File: src/rtl/core/qda_pkg.sv
// Shared types, request codes, register map and noise tables of the QUBO annealer.
// Depends on nothing; every other file refers to it by scoped names.
package qda_pkg;

  localparam int DEF_NUM_SPINS   = 32;
  localparam int DEF_COEF_WIDTH  = 16;
  localparam int DEF_FIELD_WIDTH = 24;

  localparam logic [31:0] LFSR_MASK = 32'h8020_0003;
  localparam longint LN2_Q16 = 45426;

  localparam logic [15:0] TEMPERATURE_RST  = 16'd2133;
  localparam logic [15:0] OFFSET_STEP_RST  = 16'd512;
  localparam logic [15:0] OFFSET_LIMIT_RST = 16'd5120;
  localparam logic [31:0] RNG_SEED_RST     = 32'd1;

  typedef enum logic [1:0] {
    REQ_WEIGHT = 2'd0,
    REQ_BIAS   = 2'd1,
    REQ_INIT   = 2'd2,
    REQ_SWEEP  = 2'd3
  } req_e;

  typedef enum logic [2:0] {
    REG_TEMPERATURE  = 3'd0,
    REG_OFFSET_STEP  = 3'd1,
    REG_OFFSET_LIMIT = 3'd2,
    REG_ACCEPT_MODE  = 3'd3,
    REG_RNG_SEED     = 3'd4
  } reg_e;

  typedef struct packed {
    logic [15:0] temperature;
    logic [15:0] offset_step;
    logic [15:0] offset_limit;
    logic        accept_mode;
    logic [31:0] rng_seed;
  } cfg_t;

  typedef logic signed [15:0] tbl_t [256];

  // Integer natural log in Q.8, from a log2 found by repeated squaring.
  function automatic longint ln_q8(longint unsigned n);
    int msb;
    longint unsigned x;
    longint r;
    msb = 0;
    for (int b = 0; b < 32; b++) begin
      if ((n >> b) != 0) msb = b;
    end
    x = n << (30 - msb);
    r = longint'(msb) * 65536;
    for (int k = 15; k >= 0; k--) begin
      x = (x * x) >> 30;
      if (x >= 64'h8000_0000) begin
        x = x >> 1;
        r = r + (longint'(1) << k);
      end
    end
    return (r * LN2_Q16 + (longint'(1) << 23)) >>> 24;
  endfunction

  function automatic tbl_t build_tbl(logic gibbs);
    tbl_t t;
    longint lr;
    for (int u = 0; u < 256; u++) begin
      lr = ln_q8(longint'(2 * u + 1));
      if (gibbs) t[u] = 16'(ln_q8(longint'(511 - 2 * u)) - lr);
      else       t[u] = 16'(ln_q8(64'd512) - lr);
    end
    return t;
  endfunction

  localparam tbl_t METRO_TBL = build_tbl(1'b0);
  localparam tbl_t GIBBS_TBL = build_tbl(1'b1);

endpackage

File: src/rtl/core/qda_cfg_regs.sv
// APB-style configuration registers of the QUBO annealer.
// Depends on qda_pkg for the register map and the configuration struct.
module qda_cfg_regs (
  input  logic            clk,
  input  logic            rst,
  input  logic            psel,
  input  logic            penable,
  input  logic            pwrite,
  input  logic [4:0]      paddr,
  input  logic [31:0]     pwdata,
  output logic [31:0]     prdata,
  output logic            pready,
  output qda_pkg::cfg_t   cfg
);

  logic wr_en;
  logic [2:0] reg_idx;

  assign pready  = 1'b1;
  assign wr_en   = psel && penable && pwrite && pready;
  assign reg_idx = paddr[4:2];

  always_ff @(posedge clk) begin
    if (rst) begin
      cfg.temperature  <= qda_pkg::TEMPERATURE_RST;
      cfg.offset_step  <= qda_pkg::OFFSET_STEP_RST;
      cfg.offset_limit <= qda_pkg::OFFSET_LIMIT_RST;
      cfg.accept_mode  <= 1'b0;
      cfg.rng_seed     <= qda_pkg::RNG_SEED_RST;
    end else if (wr_en) begin
      case (reg_idx)
        qda_pkg::REG_TEMPERATURE:  cfg.temperature  <= pwdata[15:0];
        qda_pkg::REG_OFFSET_STEP:  cfg.offset_step  <= pwdata[15:0];
        qda_pkg::REG_OFFSET_LIMIT: cfg.offset_limit <= pwdata[15:0];
        qda_pkg::REG_ACCEPT_MODE:  cfg.accept_mode  <= pwdata[0];
        qda_pkg::REG_RNG_SEED:     cfg.rng_seed     <= pwdata;
        default: ;
      endcase
    end
  end

  always_comb begin
    unique case (reg_idx)
      qda_pkg::REG_TEMPERATURE:  prdata = {16'd0, cfg.temperature};
      qda_pkg::REG_OFFSET_STEP:  prdata = {16'd0, cfg.offset_step};
      qda_pkg::REG_OFFSET_LIMIT: prdata = {16'd0, cfg.offset_limit};
      qda_pkg::REG_ACCEPT_MODE:  prdata = {31'd0, cfg.accept_mode};
      qda_pkg::REG_RNG_SEED:     prdata = cfg.rng_seed;
      default:                   prdata = 32'd0;
    endcase
  end

endmodule

File: config.mk
export PLATFORM = sky130hd
export DESIGN_NAME = qda_cfg_regs
export DESIGN_NICKNAME = d
export VERILOG_FILES = /design/src/rtl/core/qda_pkg.sv /design/src/rtl/core/qda_cfg_regs.sv
export SDC_FILE = /design/constraint.sdc
export NUM_CORES = 1
export LEC_CHECK = 0
export ABC_AREA = 1
export BUFFER_PORTS_ARGS = -buffer_cell sky130_fd_sc_hd__buf_2
export CAP_MARGIN = 40
export CORE_ASPECT_RATIO = 0.5
export CORE_MARGIN = 2
export CORE_UTILIZATION = 46
export CTS_BUF_LIST = sky130_fd_sc_hd__clkbuf_8
export CTS_CLUSTER_SIZE = 40
export DETAILED_ROUTE_END_ITERATION = 8
export PLACE_DENSITY_LB_ADDON = 0.1
export SLEW_MARGIN = 20
export SYNTH_ARGS = -nofsm -noshare
export SYNTH_HDL_FRONTEND = slang
export SYNTH_SLANG_ARGS = --single-unit
File: constraint.sdc
create_clock -name clk -period 1.1 [get_ports clk]
set_clock_uncertainty 0.2 [all_clocks]
set_input_delay 0.11 -clock clk [delete_from_list [all_inputs] [get_ports clk]]
set_output_delay 0.11 -clock clk [all_outputs]
set_load 0.02 [all_outputs]
; Word level (Yosys, flattened, before mapping)
; Index checks and enable logic that the tools add are counted.
; W data, S select, Z words.
[word_totals]
regBits = 81
latchBits = 0
ram_bits = 0
mem_bits_ro = 0
input_bits = 42
out_inout_bits = 114
word_cells = 18
n_memories = 0
[op_classes]
addsub = 0
n_mul = 0
n_div = 0
order_cmp = 0
n_eq_ne = 4
shifts = 0
n_mux = 1
bitwise_logic = 0
n_reduce_logical = 8
[op_table]
columns = operator, n
row1 = $pmux W32 S5, 1
row2 = $reduce_and A2 Y1, 5
row3 = $eq A3 B2 Y1 const B, 2
row4 = $eq A3 B1 Y1 const B, 1
row5 = $eq A3 B3 Y1 const B, 1
row6 = $logic_not A3 Y1, 1
row7 = $logic_and A1 B1 Y1, 2

; Depth between registers and ports, before layout
; Gate-level depths: netlist of run 1.
[depth]
ltp_word = 3
mapped_depth = 9

; Worst setup path after synthesis of run 1
; Ideal clock, no wire load.
[synth_path]
path_kind = input port to output port
from = input port paddr[2]
to = output port prdata[14]
arrival_ps = 1035
required_ps = 790
slack_ps = -245
cell_stages = 9
n_path_buf = 2
cell_sequence = buf_2 > inv_2 > nand2_4 > nor2_4 > buf_6 > nand2_1 > nand2_1 > inv_1 > nand2_1
[synth_between]
elab_chain_len = 2
word_cells_on_any_way = 6
[synth_rtl]
columns = element, line_no
row1 = start: declaration, qda_cfg_regs.sv:9  ; input logic [4:0] paddr,
row2 = $eq A3 B3 Y1 (tied with other cells), qda_cfg_regs.sv:43  ; unique case (reg_idx)
row3 = $pmux W32 S5 *, qda_cfg_regs.sv:43
row4 = end: declaration, qda_cfg_regs.sv:11  ; output logic [31:0] prdata,
; Mark *: on every way between the ends. The rest lies on a longest branch, timed or not.

; Final worst setup path of run 1
[layout_path]
from = input port paddr[3]
to = output port prdata[4]
; The elaborated chain is that of the path after synthesis.

==> impl_metrics.json, run 1 <==
{
  "cp-start-kind": "primary input",
  "drcViolationCount": 0,
  "violations": "hold timing, setup timing",
  "holdWs_ns": -0.0170,
  "dp_hpwl_um": 8720,
  "routabilityCongestion": 0.790,
  "syn_area_um2": 4180,
  "min_period_ns": 1.59,
  "intPower_uw": 4400,
  "placedCellCount": 952,
  "dr.pass1.iters": 6,
  "grt_pass1_wl_um": 23100,
  "netSwitchingFraction_pct": 31.5,
  "hold_violations": 7,
  "cp-end-kind": "output pin",
  "drive_above_1_share_pct": 53.7,
  "clk_pin_slew_ns": 0.10,
  "utilization_pct": 91.2,
  "clk_path_buf_depth": 2,
  "cp_data_required_time_ns": 0.79,
  "hp-class": "primary input to flop",
  "io_buffers": 152,
  "drv_cap": 0,
  "vias_per_cell": 5.38,
  "synth.avg_cell_area_um2": 6.25,
  "synthToLayoutAreaGrowth_pct": 91.1,
  "ios": 156,
  "ir_worst_vdd_mv": 0.677,
  "p_switching_uw": 2030,
  "max_flop_register": "cfg",
  "clkSinkCount": 81,
  "register_area_um2": 1760,
  "status": "finished with violations",
  "grt_max_degree": 29,
  "initial_core_util_pct": 47.7,
  "setup_viol": 179,
  "worstPathArrival_ns": 1.28,
  "power_density_nw_per_um2": 804,
  "cts_tree": "yes",
  "cts_max_level": 3,
  "ys_seq_area_share_pct": 38.8,
  "max_freq_mhz": 628,
  "fillers": 361,
  "multiInputGateArea_um2": 2520,
  "cts_hold_repair.buffers": 32,
  "yosysWarnings": 0,
  "final_max_slew_viol_count": 0,
  "stdcell_count": 1046,
  "die_h_um": 71.4,
  "pwr-share-comb_pct": 20.0,
  "grt_pass1_vias": 4717,
  "dp_slack_ns": -0.353,
  "critical_path_class": "primary input to output pin",
  "fp.dieW_um": 139,
  "cts_buffers": 9,
  "core-area_um2": 8770,
  "antenna_left": 0,
  "power_frac_seq_pct": 46.5,
  "pwr-share-clk_pct": 33.5,
  "overflow": 0,
  "path_max_fanout": 7,
  "period_share_pct": 145,
  "grtUsageTotal_pct": 28.8,
  "synthDistinctLibCells": 22,
  "routedWlPerCell_um": 18.5,
  "cts_root_buf": "clkbuf_8",
  "syn_inst": 669,
  "synth_seq_cells": 81,
  "largest_reg_flops": 81,
  "power.leakage_uw": 0.00391,
  "antenna_cells": 0,
  "routed-via-count": 5630,
  "antenna_found_initial": 0,
  "drtIter0Drc": 581,
  "clk_latency_ns": 0.37,
  "syn_nets": 711,
  "wirelength_um": 19400,
  "grt_setup_unrepaired": "yes",
  "layout_setup_ws_ns": -0.494,
  "placementRows": 24,
  "fin_nets": 966,
  "die_area_um2": 9920,
  "reg_top3": "cfg: 81 flops"
}
[cell usage after synthesis (all sizes together)]
| library cell | n | area (um^2) |
|---|---|---|
| nor2 | 172 | 721 |
| nand3 | 86 | 448 |
| nand4 | 1 | 6.26 |
| buf | 36 | 263 |
| dfxtp | 81 | 1620 |
| inv | 83 | 314 |
| o21ai | 2 | 10.0 |
| conb | 1 | 3.75 |
| clkbuf | 1 | 3.75 |
| nand2 | 206 | 791 |
[stage by stage]
stage,power (uW),hold WS (ns),instance area [um^2],TNS (ns)
after floorplan,3590,0.0361,4470,-4.13
after global placement,3910,0.137,5680,-31.20
after detailed placement,3910,0.140,5680,-33.28
after CTS,6190,-0.0372,7070,-15.23
after global routing,6640,-0.0214,7990,-30.51
final,6420,-0.0170,7990,-25.41
[layer usage]
metal	vias up	global-route usage (%)	wire [um]
met2	423	52.7	9510
met3	102	7.29	1870
met1	2601	34.7	7140
li1	2504	-	-
met4	0	6.62	880
met5	-	0	0
[cell usage in the layout (no fill, tap or decap), types with 2 or more instances in the layout]
cell type,instances
nor2_8,2
buf_2,36
nand2_2,63
inv_8,4
nor2_4,25
dlygate4sd3_1,32
buf_8,2
clkbuf_8,9
clkinvlp_4,2
nand2_1,122
buf_6,154
nand2_4,20
dfxtp_4,16
nor2_1,145
buf_4,32
nand3_2,19
clkinv_4,2
clkbuf_16,4
dfxtp_2,65
nand3_1,66
buf_12,20
inv_1,61
inv_2,18
[worst paths after layout]
check / startpoint / end / slack (ns) / depth (start not counted)
min reg2reg: cfg[69]$_SDFFE_PP1P_ / cfg[69]$_SDFFE_PP1P_ / 0.30 / 2
max reg2reg: cfg[44]$_SDFFE_PP0P_ / cfg[44]$_SDFFE_PP0P_ / 0.05 / 4
min: rst / cfg[45]$_SDFFE_PP1P_ / -0.02 / 4
max: paddr[3] / prdata[4] / -0.49 / 10
[repair_timing]
item                                    4_1_cts  5_1_grt
endpoints found under the hold margin        81       11
gates resized for setup                     307      181
endpoints found under the setup margin      113      143
buffers inserted                              5       36
cloned                                        1        5
pin swaps                                     6       53
[worst max-delay path: stages]
cell and delay [ns]:
buf_8 0.10, buf_6 0.12, nand2_4 0.05, nor2_4 0.24, clkbuf_16 0.24, nand2_2 0.06, nand2_1 0.08, inv_1 0.07
nand2_2 0.08, buf_6 0.11
[cell families (layout without fill, tap and decap cells)]
kind of cell / after synthesis / in the layout / synth area share [%]
AOI/OAI and AO/OA: 2 / 2 / 0.239
other: 1 / 1 / 0.0897
and+or+nand+nor: 465 / 465 / 47.0
DFF: 81 / 81 / 38.8
buffers and inverters: 120 / 380 / 13.9
[power groups by stage]
stage / logic [uW] / clock network (uW) / registers (uW)
global placement: 842 / 0 / 3060
CTS: 1030 / 2150 / 3010
floorplan: 482 / 0 / 3110
global route: 1340 / 2320 / 2990
detailed placement: 849 / 0 / 3060
finish: 1280 / 2150 / 2980
[area by class of cell]
cell class,instances,area share (%)
timing repair buffer,281,37.9
multi-input combinational,468,31.5
sequential,81,22.1
inverter,83,4.27
tap,117,1.83
clock buffer,9,1.55
clock inverter,7,0.798
No activity file was read; power rests on OpenSTA's default activity.
==> run 2: changes to the inputs <==
--- a/config.mk
+++ b/config.mk
@@ -5,7 +5,6 @@
 export SDC_FILE = /design/constraint.sdc
 export NUM_CORES = 1
 export LEC_CHECK = 0
-export ABC_AREA = 1
 export BUFFER_PORTS_ARGS = -buffer_cell sky130_fd_sc_hd__buf_2
 export CAP_MARGIN = 40
 export CORE_ASPECT_RATIO = 0.5
==> run 2 against run 1 <==
  * Sequential share of layout area is 1.2 points higher
  * Wire length is 24% lower
  * Non-clock buffer count is 16 higher
  * Worst hold slack better by 0.060 ns
  * Design area is 6.9% lower
  * Register-to-register slack hardly changed
  * Synthesized cell count is 38% lower
  * Worst setup slack worse by 0.016 ns
  * Power hardly changed
  * Highest routed layer unchanged
  * Area after synthesis is 3.3% lower
  * Critical endpoint is now prdata[0]
  * Global-route usage is 0.60 points higher
  * The run ends with setup timing left
  * Combinational power is 33% lower
==> impl_metrics.json, run 2 <==
{
  "fp.dieW_um": 137,
  "cp_slowest_cell": "dfxtp_2",
  "io_buffers": 152,
  "layout_setup_ws_ns": -0.510,
  "final_common_cell": "buf_6",
  "cp-end-kind": "output pin",
  "drv_cap": 0,
  "reg_top3": "cfg: 81 flops",
  "largest_reg_flops": 81,
  "syn_inst": 415,
  "synthTopCellsByCount": "104 x nand2b_1, 98 x mux2i_1, 81 x dfxtp_1",
  "crit_chain": "mux2i_1 > o22ai_1 > o21a_2 > buf_6",
  "setup_viol": 178,
  "routed-via-count": 4192,
  "synth_top_family_by_area": "simple AND/OR/NAND/NOR gates",
  "power.leakage_uw": 0.00341,
  "synthToLayoutAreaGrowth_pct": 83.9,
  "cts_max_level": 3,
  "fin_nets": 730,
  "drive_above_1_share_pct": 57.4,
  "critical_path_class": "flop to output pin",
  "power_density_nw_per_um2": 863,
  "synth_edf_count": 0,
  "syn_area_um2": 4050,
  "grtUsageTotal_pct": 29.4,
  "use_met3_pct": 7.92,
  "synth-compound-area-share_pct": 3.25,
  "synthArstFlopShare_pct": 0,
  "routabilityCongestion": 0.772,
  "ys_seq_area_share_pct": 40.1,
  "synthDistinctLibCells": 26,
  "synth_ff_type": "dfxtp_1",
  "yosys.area.top_type_share_pct": 40.1,
  "wirelength_um": 14800,
  "status": "finished with violations",
  "synth.avg_cell_area_um2": 9.75,
  "muxShareOfSynthArea_pct": 24.2,
  "drcViolationCount": 0,
  "holdWs_ns": 0.0428,
  "cts_tree": "yes",
  "clkSinkCount": 81,
  "vias_per_cell": 5.18,
  "overflow": 0,
  "die_area_um2": 9610,
  "ir_worst_vdd_mv": 0.664,
  "yosysWarnings": 0,
  "critPathBufInv": 1,
  "routedWlPerCell_um": 18.3,
  "clk_path_buf_depth": 2,
  "antenna_cells": 0,
  "cp_data_required_time_ns": 0.79,
  "synthMostInstantiatedCell": "nand2b_1",
  "grt_use_met1_pct": 37.3,
  "dp_slack_ns": -0.469,
  "clk_pin_slew_ns": 0.08,
  "path_max_fanout": 2,
  "synthSimpleGateAreaFrac_pct": 27.5,
  "final.setup.tns_ns": -29.27,
  "dp_hpwl_um": 7880,
  "hold_violations": 0,
  "grt_setup_unrepaired": "yes",
  "antenna_found_initial": 0,
  "antenna_left": 0,
  "utilization_pct": 86.3,
  "grt_busiest_layer": "met2",
  "synth_seq_cells": 81,
  "initial_core_util_pct": 46.9,
  "violations": "setup timing",
  "grt_max_degree": 46,
  "max_freq_mhz": 621,
  "ios": 156,
  "yosysTopAreaCell": "dfxtp_1",
  "drtIter0Drc": 226,
  "gr-usage-met2_pct": 49.8,
  "clk_latency_ns": 0.36,
  "worstPathArrival_ns": 1.30,
  "cpLargestDelayFamily": "flip-flops",
  "hp-class": "primary input to flop",
  "placementRows": 24,
  "critPathMaxStageDelay_ns": 0.33,
  "dr.pass1.iters": 7,
  "grt_pass1_wl_um": 21900,
  "final_max_slew_viol_count": 0,
  "cp-start-kind": "flop",
  "min_period_ns": 1.61,
  "cts_root_buf": "clkbuf_8",
  "core-area_um2": 8620,
  "die_h_um": 70.3,
  "yosys.area_share.xor_xnor_pct": 0,
  "period_share_pct": 146,
  "cts_buffers": 9,
  "yosys-top-cells-area": "dfxtp_1 40%, mux2i_1 24%, nand2b_1 16%",
  "synth_fa_ha_area_share_pct": 0,
  "syn_nets": 457,
  "final_cell_mix": "169 x buf_6, 104 x nand2b_1, 94 x mux2i_1",
  "grt_pass1_vias": 4173,
  "max_flop_register": "cfg"
}
-- run 2: kinds of logic after synthesis --
family          count (synthesis)
simple gates                  182
flops                          81
other cells                     1
buf+inv                        35
compound gates                 18
mux                            98
-- run 2: timing repair --
item / in CTS / in global routing
setup endpoints to repair: 151 / 188
hold buffers: 32 / 0
endpoints found under the hold margin: 81 / 0
cloned: 4 / 1
buffers inserted: 18 / 35
pin swaps: 33 / 6
resized for setup: 382 / 41
-- run 2: path summary, 6_finish.rpt --
kind                   startpoint                    to  slack (ns)  cells after the start
max reg2reg  cfg[66]$_SDFFE_PP0P_  cfg[66]$_SDFFE_PP0P_        0.05                      4
min                      paddr[4]  cfg[64]$_SDFFE_PP0P_        0.04                      4
min reg2reg  cfg[20]$_SDFFE_PP0P_  cfg[20]$_SDFFE_PP0P_        0.29                      2
max          cfg[49]$_SDFFE_PP0P_             prdata[0]       -0.51                      4
-- run 2: through the flow --
stage	cell area, um^2	std cells	total power [uW]
finish	7440	810	6420
global route	7440	810	6610
CTS	7240	793	6400
detailed placement	5450	725	3650
global placement	5450	725	3640
floorplan	4150	415	3420
-- run 2: routing by layer --
metal	share of wire [%]	vias to the layer above
met5	0	-
met2	48	182
met4	1.4	0
met3	8.5	22
li1	-	1950
met1	42	2038
-- run 2: cell type report --
cell class,count,area (um^2)
Tap cell,117,146
Clock inverter,4,73.8
Clock buffer,12,165
Sequential cell,81,1730
Multi-Input combinational cell,299,2350
Fill cell,440,1180
Timing Repair Buffer,297,2970
-- run 2: tightest hold or removal path: stages --
cell,delay (ns)
buf_4,0.15
buf_4,0.12
or3_4,0.12
mux2i_1,0.06
-- run 2: power by group --
| part | internal (uW) | total (uW) | switching [uW] |
|---|---|---|---|
| clock | 1470 | 2600 | 1130 |
| sequential | 2940 | 2960 | 19.4 |
| combinational | 465 | 864 | 399 |
| total | 4870 | 6420 | 1550 |
==> run 3: changes to the inputs <==
--- a/config.mk
+++ b/config.mk
@@ -9,8 +9,7 @@
 export CAP_MARGIN = 40
 export CORE_ASPECT_RATIO = 0.5
 export CORE_MARGIN = 2
-export CORE_UTILIZATION = 46
-export CTS_BUF_LIST = sky130_fd_sc_hd__clkbuf_8
+export CORE_UTILIZATION = 44
 export CTS_CLUSTER_SIZE = 40
 export DETAILED_ROUTE_END_ITERATION = 8
 export PLACE_DENSITY_LB_ADDON = 0.1
==> run 3 against run 2 <==
  * The run still ends with setup timing left
  * Fmax is 1.3% lower
  * First-iteration DRC count down 29%
  * Wire length is 4.3% lower
  * Power is 7.6% higher
  * Clock power increased by 19%
  * Die area increased by 4.4%
  * Design area shrank 0.44%
  * Final cell count down 1.6%
  * Global-route usage shrank 2.3 points
  * Highest routed layer unchanged
==> impl_metrics.json, run 3 (synthesis gave the netlist of run 2 again) <==
{
  "status": "finished with violations",
  "violations": "setup timing",
  "io_buffers": 152,
  "drive_above_1_share_pct": 57.4,
  "ios": 156,
  "reg_top3": "cfg: 81 flops",
  "cts_buffers": 9,
  "critical_path_class": "primary input to output pin",
  "clk_latency_ns": 0.33,
  "r2r-end": "cfg[49]$_SDFFE_PP0P_",
  "cp_common_cell": "buf_6",
  "antenna_found_initial": 0,
  "die_area_um2": 10000,
  "cts_root_buf": "clkbuf_16",
  "hold_end": "cfg[76]$_SDFFE_PP1P_",
  "top_layer_used": "met4",
  "grt_pass1_wl_um": 21300,
  "min_period_ns": 1.63,
  "setup_viol": 178,
  "grtUsageTotal_pct": 27.1,
  "wl_met3_um": 957,
  "wl_met1_um": 5880,
  "cp_data_required_time_ns": 0.79,
  "layout_setup_ws_ns": -0.531,
  "die_h_um": 71.8,
  "routabilityCongestion": 0.763,
  "clk_pin_slew_ns": 0.06,
  "power_frac_seq_pct": 42.9,
  "grt_setup_unrepaired": "yes",
  "final_common_cell": "buf_6",
  "fin_nets": 717,
  "register_area_um2": 1740,
  "routed-via-count": 4063,
  "intPower_uw": 5280,
  "final_max_slew_viol_count": 0,
  "largest_reg_flops": 81,
  "pwr-share-clk_pct": 44.8,
  "critPathMaxStageDelay_ns": 0.32,
  "fillers": 505,
  "pwr-share-comb_pct": 12.3,
  "cts_max_level": 3,
  "ff2ff_path_depth": 5,
  "power_density_nw_per_um2": 933,
  "clk_path_buf_depth": 2,
  "cp-end-kind": "output pin",
  "cts_tree": "yes",
  "final_cell_mix": "160 x buf_6, 104 x nand2b_1, 96 x mux2i_1",
  "hp-class": "primary input to flop",
  "overflow": 0,
  "max_flop_register": "cfg",
  "multiInputGateArea_um2": 2370,
  "final.setup.tns_ns": -25.52,
  "cp-start-kind": "primary input",
  "hold_violations": 0,
  "drv_cap": 0,
  "initial_core_util_pct": 45.8,
  "dp_hpwl_um": 7760,
  "placementRows": 24,
  "hold_path_depth": 4,
  "wl_met2_um": 7080,
  "reg2reg_slack_ns": 0,
  "vias_per_cell": 5.10,
  "fp.dieW_um": 140,
  "utilization_pct": 83.9,
  "power.leakage_uw": 0.00339,
  "clkSinkCount": 81,
  "synthToLayoutAreaGrowth_pct": 83.1,
  "grt_pass1_vias": 4017,
  "p_switching_uw": 1620,
  "cp-startpoint": "paddr[2]",
  "wirelength_um": 14100,
  "cp_slowest_cell": "nor3b_4",
  "routedWlPerCell_um": 17.8,
  "netSwitchingFraction_pct": 23.5,
  "worstPathArrival_ns": 1.32,
  "reg2reg_from": "cfg[49]$_SDFFE_PP0P_",
  "core-area_um2": 8830,
  "dr.pass1.iters": 4,
  "hp-start": "paddr[3]",
  "path_max_fanout": 5,
  "drcViolationCount": 0,
  "period_share_pct": 148,
  "antenna_left": 0,
  "crit_chain": "buf_6 > buf_6 > nor3b_4 > buf_6 > buf_8 > nand2_2 > o211ai_1 > buf_4",
  "ir_worst_vdd_mv": 0.735,
  "drtIter0Drc": 160,
  "antenna_cells": 0,
  "grt_max_degree": 45,
  "max_freq_mhz": 613
}
[run 3: timing repair]
action | CTS | global route
setup buffers | 13 | 25
endpoints found under the setup margin | 172 | 180
resized for setup | 379 | 30
pin swaps | 37 | 10
cloned | 3 | 1
hold buffers | 32 | 0
hold endpoints to repair | 81 | 0
[run 3: final cells by class]
class / count / share of cell area (%)
Timing Repair Buffer: 284 / 38.4
Tap cell: 117 / 1.98
Multi-Input combinational cell: 299 / 32.0
Clock buffer: 12 / 3.46
Clock inverter: 4 / 0.693
Sequential cell: 81 / 23.5
[run 3: stage by stage]
step,instances,instance area [um^2],power [uW],setup slack (ns),hold WS [ns]
3_3_place_gp,720,5430,3660,-0.391,0.173
5_1_grt,797,7410,7100,-0.536,0.113
6_report,797,7410,6910,-0.531,0.102
4_1_cts,782,7240,6900,-0.425,0.100
3_5_place_dp,720,5430,3650,-0.409,0.182
2_1_floorplan,415,4150,3420,-0.386,0.0653
[run 3: critical path: cells and delay by family]
kind / cells / cell delay [ns]
buf+inv: 5 / 0.74
simple gates: 2 / 0.37
compound gates: 1 / 0.11
[run 3: routing by layer]
layer	vias to the layer above	global-route usage, %
met2	155	47.2
met1	1969	33.6
met4	0	6.56
li1	1915	-
met5	-	0
met3	24	8.16
[run 3: power by group through the flow]
stage | Clock [uW] | Combinational [uW] | Sequential (uW)
after floorplan | 0 | 360 | 3060
after global placement | 0 | 622 | 3030
after detailed placement | 0 | 621 | 3030
after CTS | 3120 | 815 | 2970
after global routing | 3240 | 900 | 2960
final | 3090 | 851 | 2960
[run 3: worst max-delay path by stage]
| stage | endpoint | slack (ns) | cells after the start |
|---|---|---|---|
| 6_report | prdata[5] | -0.53 | 8 |
| 3_5_place_dp | cfg[23]$_SDFFE_PP0P_ | -0.41 | 6 |
| 5_1_grt | prdata[5] | -0.54 | 8 |
| 4_1_cts | prdata[0] | -0.43 | 4 |
| 2_1_floorplan | cfg[13]$_SDFFE_PP0P_ | -0.39 | 6 |
| 3_3_place_gp | prdata[14] | -0.39 | 7 |
